--- src/rtl/vmihc_pkg.sv ---
// Package for the image header checker: status codes, header constants and the hash step.
// Used by the channel interfaces, the top level and the checker; depends on nothing.
package vmihc_pkg;

  typedef enum logic [2:0] {
    ST_OK       = 3'd0,
    ST_SHORT    = 3'd1,
    ST_MAGIC    = 3'd2,
    ST_VERSION  = 3'd3,
    ST_FLAGS    = 3'd4,
    ST_SIZE     = 3'd5,
    ST_ENTRY    = 3'd6,
    ST_CHECKSUM = 3'd7
  } status_t;

  localparam int unsigned CntW = 33;

  typedef logic [CntW-1:0] count_t;

  localparam count_t      HdrBytes    = 33'd16;
  localparam count_t      CountMax    = {CntW{1'b1}};
  localparam logic [31:0] FnvBasis    = 32'd2166136261;
  localparam logic [31:0] FnvPrime    = 32'd16777619;
  localparam logic [7:0]  DefVersion  = 8'd1;

  // Magic bytes expected at header offsets zero to three.
  localparam logic [7:0] Magic [4] = '{8'h43, 8'h4C, 8'h56, 8'h4D};

  // One FNV-1a round: fold the byte in, then multiply by the prime modulo 2^32.
  function automatic logic [31:0] fnv_step(input logic [31:0] h, input logic [7:0] b);
    logic [31:0] x;
    x = h ^ {24'd0, b};
    return x * FnvPrime;
  endfunction

endpackage

--- src/rtl/vmihc_if.sv ---
// Channel interfaces for the image header checker: the byte request channel and the verdict channel.
// Depends on vmihc_pkg for the status type.
interface vmihc_in_if;
  logic       valid;
  logic       ready;
  logic [7:0] data_byte;
  logic       last_byte;

  modport source (output valid, data_byte, last_byte, input ready);
  modport sink (input valid, data_byte, last_byte, output ready);
endinterface

interface vmihc_out_if;
  logic                  valid;
  logic                  ready;
  vmihc_pkg::status_t    status;
  logic [7:0]            version;
  logic [15:0]           entry_point;
  logic [31:0]           code_length;
  logic [31:0]           computed_hash;

  modport source (output valid, status, version, entry_point, code_length, computed_hash,
                  input ready);
  modport sink (input valid, status, version, entry_point, code_length, computed_hash,
                output ready);
endinterface

--- src/rtl/vm_image_header_checker_top.sv ---
// Top level of the image header checker: header capture, FNV-1a hash and verdict.
// Depends on vmihc_pkg and the channel interfaces in vmihc_if.sv.
//
//   channel   | direction | carries
//   ----------+-----------+---------------------------------------------------
//   in_ch     | sink      | data_byte, last_byte (one file byte per request)
//   out_ch    | source    | status, version, entry_point, code_length, hash
//   cfg       | write     | cfg_wr_en, cfg_wr_data (expected version)
//
// One byte is taken every cycle unless in_ch stops; the verdict is registered.
// Each byte passes an input register, then one pass of update logic whose longest path is
// the 32-bit constant multiply of the hash followed by the checksum compare.
// Intermediate bytes never wait on the verdict channel; a final byte waits in the input
// register only while the previous verdict is still held, which stops in_ch for that time.
// Synchronous reset clears all file state and sets the expected version to one.
module vm_image_header_checker_top (
  input  logic                clk,
  input  logic                rst,
  input  logic                cfg_wr_en,
  input  logic [7:0]          cfg_wr_data,
  vmihc_in_if.sink            in_ch,
  vmihc_out_if.source         out_ch
);

  logic [7:0]          expected_version;

  // Input register.
  logic                in_vld;
  logic [7:0]          in_byte;
  logic                in_last;

  // File state.
  vmihc_pkg::count_t   byte_counter;
  logic                magic_good;
  logic [7:0]          header_version;
  logic [7:0]          header_flags;
  logic [15:0]         header_entry;
  logic [31:0]         header_length;
  logic [31:0]         header_checksum;
  logic [31:0]         running_hash;

  vmihc_pkg::count_t   byte_counter_next;
  logic                magic_good_next;
  logic [7:0]          header_version_next;
  logic [7:0]          header_flags_next;
  logic [15:0]         header_entry_next;
  logic [31:0]         header_length_next;
  logic [31:0]         header_checksum_next;
  logic [31:0]         running_hash_next;
  vmihc_pkg::status_t  verdict;

  // Output register.
  logic                out_vld;
  vmihc_pkg::status_t  out_status;
  logic [7:0]          out_version;
  logic [15:0]         out_entry;
  logic [31:0]         out_length;
  logic [31:0]         out_hash;

  logic                advance;
  logic                process;
  logic                load_out;
  logic                in_hdr;

  // A held byte can move on unless it is a final byte and the verdict slot is full.
  assign advance  = !in_last || !out_vld || out_ch.ready;
  assign process  = in_vld && advance;
  assign load_out = process && in_last;
  assign in_ch.ready = !in_vld || advance;

  assign in_hdr = (byte_counter[vmihc_pkg::CntW-1:4] == '0);

  always_comb begin
    byte_counter_next    = (byte_counter == vmihc_pkg::CountMax) ? byte_counter
                                                                 : byte_counter + 1'b1;
    magic_good_next      = magic_good;
    header_version_next  = header_version;
    header_flags_next    = header_flags;
    header_entry_next    = header_entry;
    header_length_next   = header_length;
    header_checksum_next = header_checksum;
    running_hash_next    = running_hash;
    if (in_hdr) begin
      case (byte_counter[3:0])
        4'd0, 4'd1, 4'd2, 4'd3: begin
          if (in_byte != vmihc_pkg::Magic[byte_counter[1:0]]) begin
            magic_good_next = 1'b0;
          end
        end
        4'd4:  header_version_next         = in_byte;
        4'd5:  header_flags_next           = in_byte;
        4'd6:  header_entry_next[7:0]      = in_byte;
        4'd7:  header_entry_next[15:8]     = in_byte;
        4'd8:  header_length_next[7:0]     = in_byte;
        4'd9:  header_length_next[15:8]    = in_byte;
        4'd10: header_length_next[23:16]   = in_byte;
        4'd11: header_length_next[31:24]   = in_byte;
        4'd12: header_checksum_next[7:0]   = in_byte;
        4'd13: header_checksum_next[15:8]  = in_byte;
        4'd14: header_checksum_next[23:16] = in_byte;
        default: header_checksum_next[31:24] = in_byte;
      endcase
    end else begin
      running_hash_next = vmihc_pkg::fnv_step(running_hash, in_byte);
    end
  end

  // Checks in order of priority, on the state as it stands after this byte.
  always_comb begin
    if (byte_counter_next < vmihc_pkg::HdrBytes) begin
      verdict = vmihc_pkg::ST_SHORT;
    end else if (!magic_good_next) begin
      verdict = vmihc_pkg::ST_MAGIC;
    end else if (header_version_next != expected_version) begin
      verdict = vmihc_pkg::ST_VERSION;
    end else if (header_flags_next != 8'd0) begin
      verdict = vmihc_pkg::ST_FLAGS;
    end else if (({1'b0, header_length_next} + vmihc_pkg::HdrBytes) != byte_counter_next) begin
      verdict = vmihc_pkg::ST_SIZE;
    end else if (({16'd0, header_entry_next} >= header_length_next) &&
                 (header_length_next != 32'd0)) begin
      verdict = vmihc_pkg::ST_ENTRY;
    end else if (running_hash_next != header_checksum_next) begin
      verdict = vmihc_pkg::ST_CHECKSUM;
    end else begin
      verdict = vmihc_pkg::ST_OK;
    end
  end

  always_ff @(posedge clk) begin
    if (rst) begin
      expected_version <= vmihc_pkg::DefVersion;
    end else if (cfg_wr_en) begin
      expected_version <= cfg_wr_data;
    end
  end

  always_ff @(posedge clk) begin
    if (rst) begin
      in_vld <= 1'b0;
    end else if (in_ch.ready) begin
      in_vld <= in_ch.valid;
    end
  end

  always_ff @(posedge clk) begin
    if (in_ch.ready && in_ch.valid) begin
      in_byte <= in_ch.data_byte;
      in_last <= in_ch.last_byte;
    end
  end

  always_ff @(posedge clk) begin
    if (rst || load_out) begin
      byte_counter    <= '0;
      magic_good      <= 1'b1;
      header_version  <= 8'd0;
      header_flags    <= 8'd0;
      header_entry    <= 16'd0;
      header_length   <= 32'd0;
      header_checksum <= 32'd0;
      running_hash    <= vmihc_pkg::FnvBasis;
    end else if (process) begin
      byte_counter    <= byte_counter_next;
      magic_good      <= magic_good_next;
      header_version  <= header_version_next;
      header_flags    <= header_flags_next;
      header_entry    <= header_entry_next;
      header_length   <= header_length_next;
      header_checksum <= header_checksum_next;
      running_hash    <= running_hash_next;
    end
  end

  always_ff @(posedge clk) begin
    if (rst) begin
      out_vld <= 1'b0;
    end else if (load_out) begin
      out_vld <= 1'b1;
    end else if (out_ch.ready) begin
      out_vld <= 1'b0;
    end
  end

  always_ff @(posedge clk) begin
    if (load_out) begin
      out_status <= verdict;
      if (verdict == vmihc_pkg::ST_SHORT) begin
        out_version <= 8'd0;
        out_entry   <= 16'd0;
        out_length  <= 32'd0;
        out_hash    <= vmihc_pkg::FnvBasis;
      end else begin
        out_version <= header_version_next;
        out_entry   <= header_entry_next;
        out_length  <= header_length_next;
        out_hash    <= running_hash_next;
      end
    end
  end

  assign out_ch.valid         = out_vld;
  assign out_ch.status        = out_status;
  assign out_ch.version       = out_version;
  assign out_ch.entry_point   = out_entry;
  assign out_ch.code_length   = out_length;
  assign out_ch.computed_hash = out_hash;

endmodule

--- src/flat_wrapper.sv ---
// flat-port wrapper written by rule: the top's interface ports become plain ports
module vm_image_header_checker_top_flat 
  (clk, rst, cfg_wr_en, cfg_wr_data, in_ch_valid, in_ch_data_byte, in_ch_last_byte, in_ch_ready, out_ch_valid, out_ch_status, out_ch_version, out_ch_entry_point, out_ch_code_length, out_ch_computed_hash, out_ch_ready);
  vmihc_in_if in_ch_i ();
  vmihc_out_if out_ch_i ();
  input  logic clk;
  input  logic rst;
  input  logic cfg_wr_en;
  input  logic [7:0] cfg_wr_data;
  input wire logic [$bits(in_ch_i.valid)-1:0] in_ch_valid;
  input wire logic [$bits(in_ch_i.data_byte)-1:0] in_ch_data_byte;
  input wire logic [$bits(in_ch_i.last_byte)-1:0] in_ch_last_byte;
  output wire logic [$bits(in_ch_i.ready)-1:0] in_ch_ready;
  output wire logic [$bits(out_ch_i.valid)-1:0] out_ch_valid;
  output wire logic [$bits(out_ch_i.status)-1:0] out_ch_status;
  output wire logic [$bits(out_ch_i.version)-1:0] out_ch_version;
  output wire logic [$bits(out_ch_i.entry_point)-1:0] out_ch_entry_point;
  output wire logic [$bits(out_ch_i.code_length)-1:0] out_ch_code_length;
  output wire logic [$bits(out_ch_i.computed_hash)-1:0] out_ch_computed_hash;
  input wire logic [$bits(out_ch_i.ready)-1:0] out_ch_ready;
  assign in_ch_i.valid = in_ch_valid;
  assign in_ch_i.data_byte = in_ch_data_byte;
  assign in_ch_i.last_byte = in_ch_last_byte;
  assign in_ch_ready = in_ch_i.ready;
  assign out_ch_valid = out_ch_i.valid;
  assign out_ch_status = out_ch_i.status;
  assign out_ch_version = out_ch_i.version;
  assign out_ch_entry_point = out_ch_i.entry_point;
  assign out_ch_code_length = out_ch_i.code_length;
  assign out_ch_computed_hash = out_ch_i.computed_hash;
  assign out_ch_i.ready = out_ch_ready;
  vm_image_header_checker_top u_core (.clk(clk), .rst(rst), .cfg_wr_en(cfg_wr_en), .cfg_wr_data(cfg_wr_data), .in_ch(in_ch_i), .out_ch(out_ch_i));
endmodule
--- config.mk ---
export PLATFORM = sky130hd
export DESIGN_NAME = vm_image_header_checker_top_flat
export DESIGN_NICKNAME = d
export VERILOG_FILES = /design/src/rtl/vmihc_pkg.sv /design/src/rtl/vmihc_if.sv /design/src/rtl/vm_image_header_checker_top.sv /design/src/flat_wrapper.sv
export SDC_FILE = /design/constraint.sdc
export NUM_CORES = 1
export LEC_CHECK = 0
export ABC_AREA = 0
export BUFFER_PORTS_ARGS = -buffer_cell sky130_fd_sc_hd__buf_2
export CORE_ASPECT_RATIO = 0.5
export CORE_MARGIN = 4
export CORE_UTILIZATION = 30
export CTS_BUF_LIST = sky130_fd_sc_hd__clkbuf_4 sky130_fd_sc_hd__clkbuf_8
export DETAILED_ROUTE_END_ITERATION = 16
export GPL_ROUTABILITY_DRIVEN = 0
export HOLD_SLACK_MARGIN = 0.05
export PLACE_DENSITY = 0.52
export SETUP_SLACK_MARGIN = 0.1
export SYNTH_ARGS = -nofsm -noshare
export SYNTH_HDL_FRONTEND = slang
export SYNTH_SLANG_ARGS = --single-unit
--- constraint.sdc ---
create_clock -name clk -period 17.13 [get_ports clk]
set_input_delay 4.2825 -clock clk [delete_from_list [all_inputs] [get_ports clk]]
set_output_delay 4.2825 -clock clk [all_outputs]
set_load 0.01 [all_outputs]
# After elaboration in Yosys (flattened, before gate mapping)
# Index checks and enable logic that the tools add are counted.
[totals]
elab_cells = 98
inputBits = 22
output_inout_bits = 93
ff_bits = 272
[op_classes]
mul = 1
add_sub_neg = 2
n_lt_le_gt_ge = 3
reduce_logical = 18
n_bitwise = 2
muxes = 34
eq_ne = 20
[op_table]
columns = ["op", "n"]
rows = [
  ["2-to-1 mux 8 bit", 16],
  ["2-to-1 mux 32 bit", 3],
  ["adder 32 x 5 -> 33 bit, second input constant", 1],
  ["adder 33 x 1 -> 33 bit, second input constant", 1],
  ["equality test 33 bit, second input constant", 1],
  ["less-than comparator 33 x 5 -> 1 bit, second input constant", 1],
  ["2-to-1 mux 33 bit", 1],
  ["inequality test 33 bit", 1],
  ["greater-or-equal comparator 16 x 32 -> 1 bit", 1],
  ["multiplier 32 x 25 -> 32 bit, second input constant", 1],
  ["inequality test 32 bit", 1],
  ["nonzero test 32 bit", 1],
  ["bitwise XOR 32 x 8 -> 32 bit", 1],
  ["zero test 29 bit", 1],
  ["equality test 4 bit, second input constant", 7],
  ["2-to-1 mux 3 bit", 7],
  ["binary-select mux 8 bit (select 2 bit)", 1],
  ["equality test 4 x 3 -> 1 bit, second input constant", 4],
  ["2-to-1 mux 16 bit", 1],
  ["inequality test 8 bit", 2],
  ["OR reduction 15 bit", 1],
  ["equality test 4 x 2 -> 1 bit, second input constant", 2],
  ["nonzero test 8 bit", 1],
  ["2-to-1 mux 1 bit", 5],
  ["10 further kinds", 18],
]

# Logic depth before layout (Yosys ltp)
# Gate-level depths: netlist (run 1).
[depth]
word_depth = 13
depth_mapped = 26

# Worst setup path after synthesis (run 1)
# No wires, ideal clock.
[synth_path]
kind = "input -> output"
start = "input out_ch_ready"
end = "output in_ch_ready"
path_stages = 2
arrival_ns = 4.634
required_ns = 12.847
slack_ns = 8.213
cell_sequence = "nor2b_1 > nand3_1"
[synth_between]
elab_chain_cells = 2
[synth_rtl]
columns = ["item", "line_no", "text"]
rows = [
  ["from (decl)", "flat_wrapper.sv:20", "input wire logic [$bits(out_ch_i.ready)-1:0] out_ch_ready;"],
  ["logical OR 1 bit", "vm_image_header_checker_top.sv:66", "assign advance = !in_last || !out_vld || out_ch.ready;"],
  ["logical OR 1 bit", "vm_image_header_checker_top.sv:69", "assign in_ch.ready = !in_vld || advance;"],
  ["to (decl)", "flat_wrapper.sv:13", "output wire logic [$bits(in_ch_i.ready)-1:0] in_ch_ready;"],
]
# No other way between the ends.

# Worst setup path after layout (run 1)
# Ends and elaborated chain as after synthesis.

==> results.md, run 1 <==
* Drt pass-1 iters at 5
* Initial antenna violation count at 0
* Clk root buf: clkbuf_8
* Crit path capture: in_ch_ready
* Slowest cell on crit path: nor2b_1
* RSZ-0062 raised after global routing: false
* Final wirelength at 64,200 microns
* Num ports at 115
* Most frequent cell on the critical path: buf_2
* Hold depth at 2
* Final period util at 53.7%
* Post-synthesis net count at 2,720
* H-tree levels at 2
* CP peak stage delay at roughly 0.24 ns
* Post-route setup TNS at 0 ns
* Die height at 197 microns
* Clock latency on the worst-skew pair at roughly 0.63 ns
* Dpl hpwl at 46,800 microns
* Clock net sink count at approximately 270
* TritonCTS clock tree: yes
* Slew headroom at 24.2%
* Number of flops mapped to enable cells by yosys at 100
* Setup repair bufs after CTS at 0
* Number of global-route vias before repair at 17.5k
* Die W at 386 microns
* Worst-margin pin slew at 1.11 ns
* R2R Setup Slk at 9.08 ns
* Most frequent cells in the layout: nor2_1, inv_1, nand2_1
* Hold Buf Count CTS at 0
* Routed wire per std cell at 18.5 microns
* Critical Path RT at 12.85 ns
* Syn. warnings at 0
* Slew Viols, Final at 0
* Worst reg2reg startpoint: u_core.in_byte[2]$_DFFE_PP_
* Detailed Route Iter0 Violations at 1,276
* First-pass GRT wire length at between 100,000 and 150,000 microns
* Ys flop type: dfxtp_1
* Crit path buf inv count at 2
* Synthesized area at between 20,000 and 25,000 sq um
* DRC violation count after routing at 0
* Critical path depth at 4
* R2r worst-path depth at 23
* CP Launch Type: input pin
* PostCTS Resize Cnt at 0
* Seq/Total Area, Yosys at between 30% and 40%
* FMAX at 0.109 GHz
* CTS clk-pin slew, worst paths at 0.06 ns
* Worst Hold Class: register to register
* Pwr dens at 116 nW/um^2
* Cell Rows at 68
* Reg2Reg Capture Point: u_core.out_ch.status[2]$_DFFE_PP_
* DR vias/cell at 5.12
* Core Area at 69,900 sq um
* Port buffer count at around 110
* Crit-path cells: buf_2 > nor2b_1 > nand3_1 > buf_2
* Final setup violation count at 0
* Post-synthesis cell type count at 82
* MaxCap Viol Count at 0
* Fin nets at between 2k and 3k
* GRT Util Overall at 16.8%
* Fraction of layout instances using a drive strength above 1 at 11.6%
* Final min period at slightly above 9 ns
* Final Util at around 34%
* CTS buffer count at 48
* GRT overflow at 0
* Leakage at 9.61 nW
* Initial Util at 30.7%
* Crit. End Element: output port
* Detail Route Antenna Nets at 0
* Delay-heaviest family, CP: simple AND/OR/NAND/NOR gates
* Clk_skew at 0.0257 ns
* Crit Path Category: input pin to output port
* Cells after Synth at 2,417
* CP startpoint: out_ch_ready
* Max VDD drop at 0.0893 mV
* Seq cells post-synth at 272
* Tot Pwr at 2.79 mW
* Max Root-Sink Buffers at 3
* Inserted Diodes at 0
* Final hold violation count at 0
* Syn-to-layout area delta at 12.1%
* DR vias at 17.7k
* Most common cell after layout, fill and taps aside: nor2_1
* Pin count of the biggest net entering global routing at roughly 80
* Outcome: completed
* CP Max Fanout at 4
* Critical Path AT at 4.91 ns
* Syn Area/Cell at 8.86 sq um
* Die ar. at 76,000 sq um
* Fillers at roughly 7.2k
* Async set or reset register ratio after synthesis at 0%
[worst min path at each step]
stage / to / startpoint
finish: u_core.header_checksum[12]$_SDFFE_PP0P_ / u_core.header_checksum[12]$_SDFFE_PP0P_
global route: u_core.header_checksum[15]$_SDFFE_PP0P_ / u_core.header_checksum[15]$_SDFFE_PP0P_
CTS: u_core.header_checksum[9]$_SDFFE_PP0P_ / u_core.header_checksum[9]$_SDFFE_PP0P_
detailed placement: u_core.header_checksum[9]$_SDFFE_PP0P_ / u_core.header_checksum[9]$_SDFFE_PP0P_
global placement: u_core.header_checksum[9]$_SDFFE_PP0P_ / u_core.header_checksum[9]$_SDFFE_PP0P_
floorplan: u_core.header_checksum[9]$_SDFFE_PP0P_ / u_core.header_checksum[9]$_SDFFE_PP0P_
[worst reg2reg max path, delay by kind of cell, from the launching register on]
| kind | cells | cell delay (ns) |
|---|---|---|
| adder cells (fa/ha/maj) | 8 | 3.13 |
| AO/OA/AOI/OAI | 9 | 2.73 |
| XOR/XNOR | 2 | 0.77 |
| buffers and inverters | 3 | 0.45 |
| AND/OR/NAND/NOR | 1 | 0.39 |
| flip-flops | 1 | 0.32 |
[final cells by class]
cell class / instances / area, sq um / area share, %
inverters: 231 / 867 / 3.61
multi-input cells: 1775 / 13600 / 56.5
repair buffers: 154 / 871 / 3.63
flip-flops and latches: 272 / 6450 / 26.8
clock inverters: 23 / 248 / 1.03
clock buffers: 67 / 828 / 3.45
well taps: 945 / 1180 / 4.92
[layer usage]
metal / share of wire [%] / global-route usage (%) / vias to the layer above
met1: 47 / 22.7 / 8689
met4: 2.6 / 4.91 / 0
met3: 4.0 / 2.08 / 79
li1: - / - / 8585
met5: 0 / 0 / -
met2: 47 / 28.1 / 388
[synth_stat cells, types with 60 or more instances]
cell | number | area share, %
nor2_1 | 247 | 4.3
inv_1 | 230 | 4.0
nand2_1 | 225 | 3.9
ha_1 | 207 | 12
dfxtp_1 | 172 | 16
a21oi_1 | 113 | 2.6
clkbuf_1 | 100 | 1.8
edfxtp_1 | 100 | 14
mux2i_1 | 99 | 4.6
xnor2_1 | 94 | 3.8
fa_1 | 74 | 6.9
xor2_1 | 70 | 2.9
a211oi_1 | 60 | 2.1
[through the flow]
stage,hold WS [ns],instances,cell area [sq um],setup WS [ns]
floorplan,0.429,2417,21400,8.21
global placement,0.439,3377,22900,7.97
detailed placement,0.443,3377,22900,7.96
CTS,0.452,3467,24000,7.95
global route,0.467,3467,24000,7.86
finish,0.453,3467,24000,7.94
[report_power, final]
part           total (mW)  internal [mW]  leakage, nW  switching [mW]
Combinational        1.41          0.538         6.75           0.874
Clock               0.682          0.391        0.563           0.291
Sequential          0.699          0.683         2.30          0.0160
[logic make-up (layout without fill, tap and decap cells)]
kind of cell | after synthesis | after routing | synth area share, %
fa+ha+maj | 281 | 281 | 19.0
compound gates | 393 | 393 | 12.3
buf+inv | 370 | 475 | 6.81
mux | 115 | 115 | 5.48
simple gates | 812 | 812 | 18.6
flops | 272 | 272 | 30.1
xor+xnor | 174 | 174 | 7.76
[sequential cells by signal (all words and copies together) (netlist names)]
register / cells
u_core.header_flags: 8
u_core.header_entry: 16
u_core.header_checksum: 32
u_core.out_ch.computed_hash: 32
u_core.magic_good: 1
u_core.in_byte: 8
u_core.header_version: 8
u_core.in_last: 1
u_core.header_length: 32
u_core.running_hash: 32
u_core.out_ch.status: 3
u_core.out_ch.version: 8
u_core.expected_version: 8
u_core.in_vld: 1
u_core.out_ch.entry_point: 16
u_core.out_ch.code_length: 32
u_core.byte_counter: 33
u_core.out_ch.valid: 1
Note: power is estimated with default switching activity, not from simulation.
==> run 2, diff against run 1 <==
- PLACE_DENSITY: 0.52 -> 0.54
- clock period: 17.13 -> 7.6 ns (I/O delays scaled with it)
==> run 2 against run 1 <==
Effect of this change:
- hold slack worse by 0.00092 ns
- highest routed layer unchanged
- largest cell class unchanged
- clock skew is 0.022 ns higher
- global-route usage is 0.24 points higher
- total power is 130% higher
==> results.md, run 2 (synthesis gave the netlist of run 1 again) <==
* CP Max Fanout at 10 (was 4)
* Cell Rows at 68 (unchanged)
* R2R Setup Slk at 0.48 ns (was 9.08 ns)
* Reg2Reg Capture Point: u_core.out_ch.status[2]$_DFFE_PP_ (unchanged)
* CTS clk-pin slew, worst paths at 0.06 ns (about the same)
* Clock latency on the worst-skew pair at 0.65 ns (was 0.63 ns)
* Die ar. at 76,000 sq um (unchanged)
* Detailed Route Iter0 Violations at 1,426 (was 1,276)
* MaxCap Viol Count at 0 (unchanged)
* Met3 Track Usage GR at 2.34% (was 2.08%)
* Most frequent cells in the layout: nor2_1, inv_1, nand2_1 (unchanged)
* Slew headroom at 26.0% (was 24.2%)
* Final period util at 93.7%
* FMAX at 0.140 GHz
* Initial Util at 30.7% (unchanged)
* Final setup violation count at 0 (unchanged)
* Crit Path Category: register to register (was input pin to output port)
* GRT overflow at 0 (unchanged)
* Total area of sequential cells at 6450 sq um (about the same)
* Pin count of the biggest net entering global routing at 95 (was 78)
* Fillers at 7,211 (was 7,172)
* Multi-input logic area at 13,600 sq um (about the same)
* CP Launch Type: register (was input pin)
* Initial antenna violation count at 0 (unchanged)
* Final hold violation count at 0 (unchanged)
* Met2 usage at 28.1% (about the same)
* Final wirelength at 65,800 microns (was 64,200 microns)
* Fin nets at 2,800 (was 2,785)
* TritonCTS clock tree: yes (unchanged)
* PostCTS Resize Cnt at 0 (unchanged)
* Most common cell after layout, fill and taps aside: nor2_1 (unchanged)
* Hold Buf Count CTS at 0 (unchanged)
* Setup repair bufs after CTS at 0 (unchanged)
* Critical Path AT at 7.47 ns (was 4.91 ns)
* Detail Route Antenna Nets at 0 (unchanged)
* Tot Pwr at 6.43 mW (was 2.79 mW)
* Final min period at 7.12 ns
* Fraction of layout instances using a drive strength above 1 at 12.7% (was 11.6%)
* Slew Viols, Final at 0 (unchanged)
* DR vias/cell at 5.14 (was 5.12)
* Crit. End Element: register (was output port)
* Syn-to-layout area delta at 13.0% (was 12.1%)
* Worst Hold Class: register to register (unchanged)
* Num ports at 115 (unchanged)
* Most Crowded Layer GR: met2 (unchanged)
* Die W at 386 microns (unchanged)
* Hold depth at 2 (unchanged)
* Number of global-route vias before repair at 17.3k (was 17.5k)
* Max VDD drop at 0.174 mV (was 0.0893 mV)
* R2r worst-path depth at 23 (unchanged)
* Worst Hold Endpoint: u_core.header_checksum[15]$_SDFFE_PP0P_ (was u_core.header_checksum[12]$_SDFFE_PP0P_)
* H-tree levels at 2 (unchanged)
* Inserted Diodes at 0 (unchanged)
* M1 GR Usage at 22.9% (was 22.7%)
* Max Root-Sink Buffers at 3 (unchanged)
* Drt pass-1 iters at 5 (unchanged)
* Routed wire per std cell at 18.9 microns (was 18.5 microns)
* Pwr dens at 266 nW/um^2 (was 116 nW/um^2)
* Port buffer count at 114 (unchanged)
* Clock net sink count at 272 (unchanged)
* HP Start: u_core.header_checksum[15]$_SDFFE_PP0P_ (was u_core.header_checksum[12]$_SDFFE_PP0P_)
* DRC violation count after routing at 0 (unchanged)
* Number of flip-flops in the largest register at 33 (unchanged)
* Critical Path RT at 7.94 ns (was 12.85 ns)
* CTS buffer count at 49 (was 48)
* First-pass GRT wire length at 102,000 microns (was 101,000 microns)
* Outcome: completed (unchanged)
* Dpl hpwl at 48,400 microns (was 46,800 microns)
* Core Area at 69,900 sq um (unchanged)
* Leakage at 9.72 nW (was 9.61 nW)
* RSZ-0062 raised after global routing: false (unchanged)
* Post-route setup TNS at 0 ns (unchanged)
* Clk_skew at 0.0473 ns (was 0.0257 ns)
* GRT Util Overall at 17.0% (was 16.8%)
* Die height at 197 microns (unchanged)
* Clk root buf: clkbuf_8 (unchanged)
* Worst-margin pin slew at 1.08 ns (was 1.11 ns)
* DR vias at 17.9k (was 17.7k)
* Biggest register: u_core.byte_counter (unchanged)
* Worst reg2reg startpoint: u_core.in_byte[5]$_DFFE_PP_ (was u_core.in_byte[2]$_DFFE_PP_)
==> run 2: cell type report <==
| class | count | share of cell area (%) |
|---|---|---|
| Timing Repair Buffer | 168 | 4.03 |
| Tap cell | 945 | 4.88 |
| Multi-Input combinational cell | 1775 | 56.4 |
| Clock inverter | 22 | 1.06 |
| Sequential cell | 272 | 26.6 |
| Inverter | 231 | 3.58 |
| Clock buffer | 68 | 3.45 |
==> run 2: report_power, final <==
| part | internal, mW | total [mW] | switching (mW) |
|---|---|---|---|
| Combinational | 1.26 | 3.30 | 2.05 |
| Clock | 0.891 | 1.55 | 0.663 |
| Sequential | 1.54 | 1.57 | 0.0344 |
| Total | 3.69 | 6.43 | 2.74 |
==> run 2: worst max-delay path: stages, from the launching register on <==
cell       delay [ns]
edfxtp_1         0.42
buf_4            0.16
xor2_1           0.32
ha_1             0.31
ha_1             0.29
fa_1             0.44
ha_1             0.23
fa_1             0.47
ha_1             0.28
inv_1            0.05
fa_1             0.54
inv_1            0.04
ha_1             0.46
and3_1           0.26
nand4_1          0.11
a211o_1          0.30
o211ai_1         0.38
a41oi_1          0.23
xnor2_2          0.29
xor2_1           0.11
o31ai_1          0.39
o2111ai_2        0.32
nor3_2           0.28
a311oi_1         0.11
==> run 2: per-stage QoR <==
| stage | worst slack (ns) | hold WS [ns] | instances | cell area, sq um | util, % |
|---|---|---|---|---|---|
| 2_1_floorplan | 0.489 | 0.429 | 2417 | 21400 | - |
| 3_3_place_gp | 0.322 | 0.437 | 3391 | 23000 | 33.0 |
| 3_5_place_dp | 0.290 | 0.444 | 3391 | 23000 | 33.0 |
| 4_1_cts | 0.240 | 0.450 | 3481 | 24100 | 34.6 |
| 5_1_grt | 0.161 | 0.474 | 3481 | 24200 | 34.7 |
| 6_report | 0.475 | 0.452 | 3481 | 24200 | 34.7 |
==> run 2: worst max path at each step <==
stage | startpoint | endpoint | cells after the start
after global routing | u_core.in_byte[7]$_DFFE_PP_ | u_core.out_ch.status[2]$_DFFE_PP_ | 23
after global placement | u_core.running_hash[17]$_SDFFE_PP0P_ | u_core.out_ch.status[2]$_DFFE_PP_ | 23
final | u_core.in_byte[5]$_DFFE_PP_ | u_core.out_ch.status[2]$_DFFE_PP_ | 23
after CTS | u_core.in_byte[7]$_DFFE_PP_ | u_core.out_ch.status[2]$_DFFE_PP_ | 23
after floorplan | u_core.in_byte[3]$_DFFE_PP_ | u_core.out_ch.status[2]$_DFFE_PP_ | 26
after detailed placement | u_core.in_byte[7]$_DFFE_PP_ | u_core.out_ch.status[2]$_DFFE_PP_ | 23
==> run 2: layer usage <==
layer  share of wire (%)  wire length (microns)
met5                   0                      0
met4                 3.0                   1970
met3                 4.9                   3250
met2                  47                  30600
met1                  45                  29900
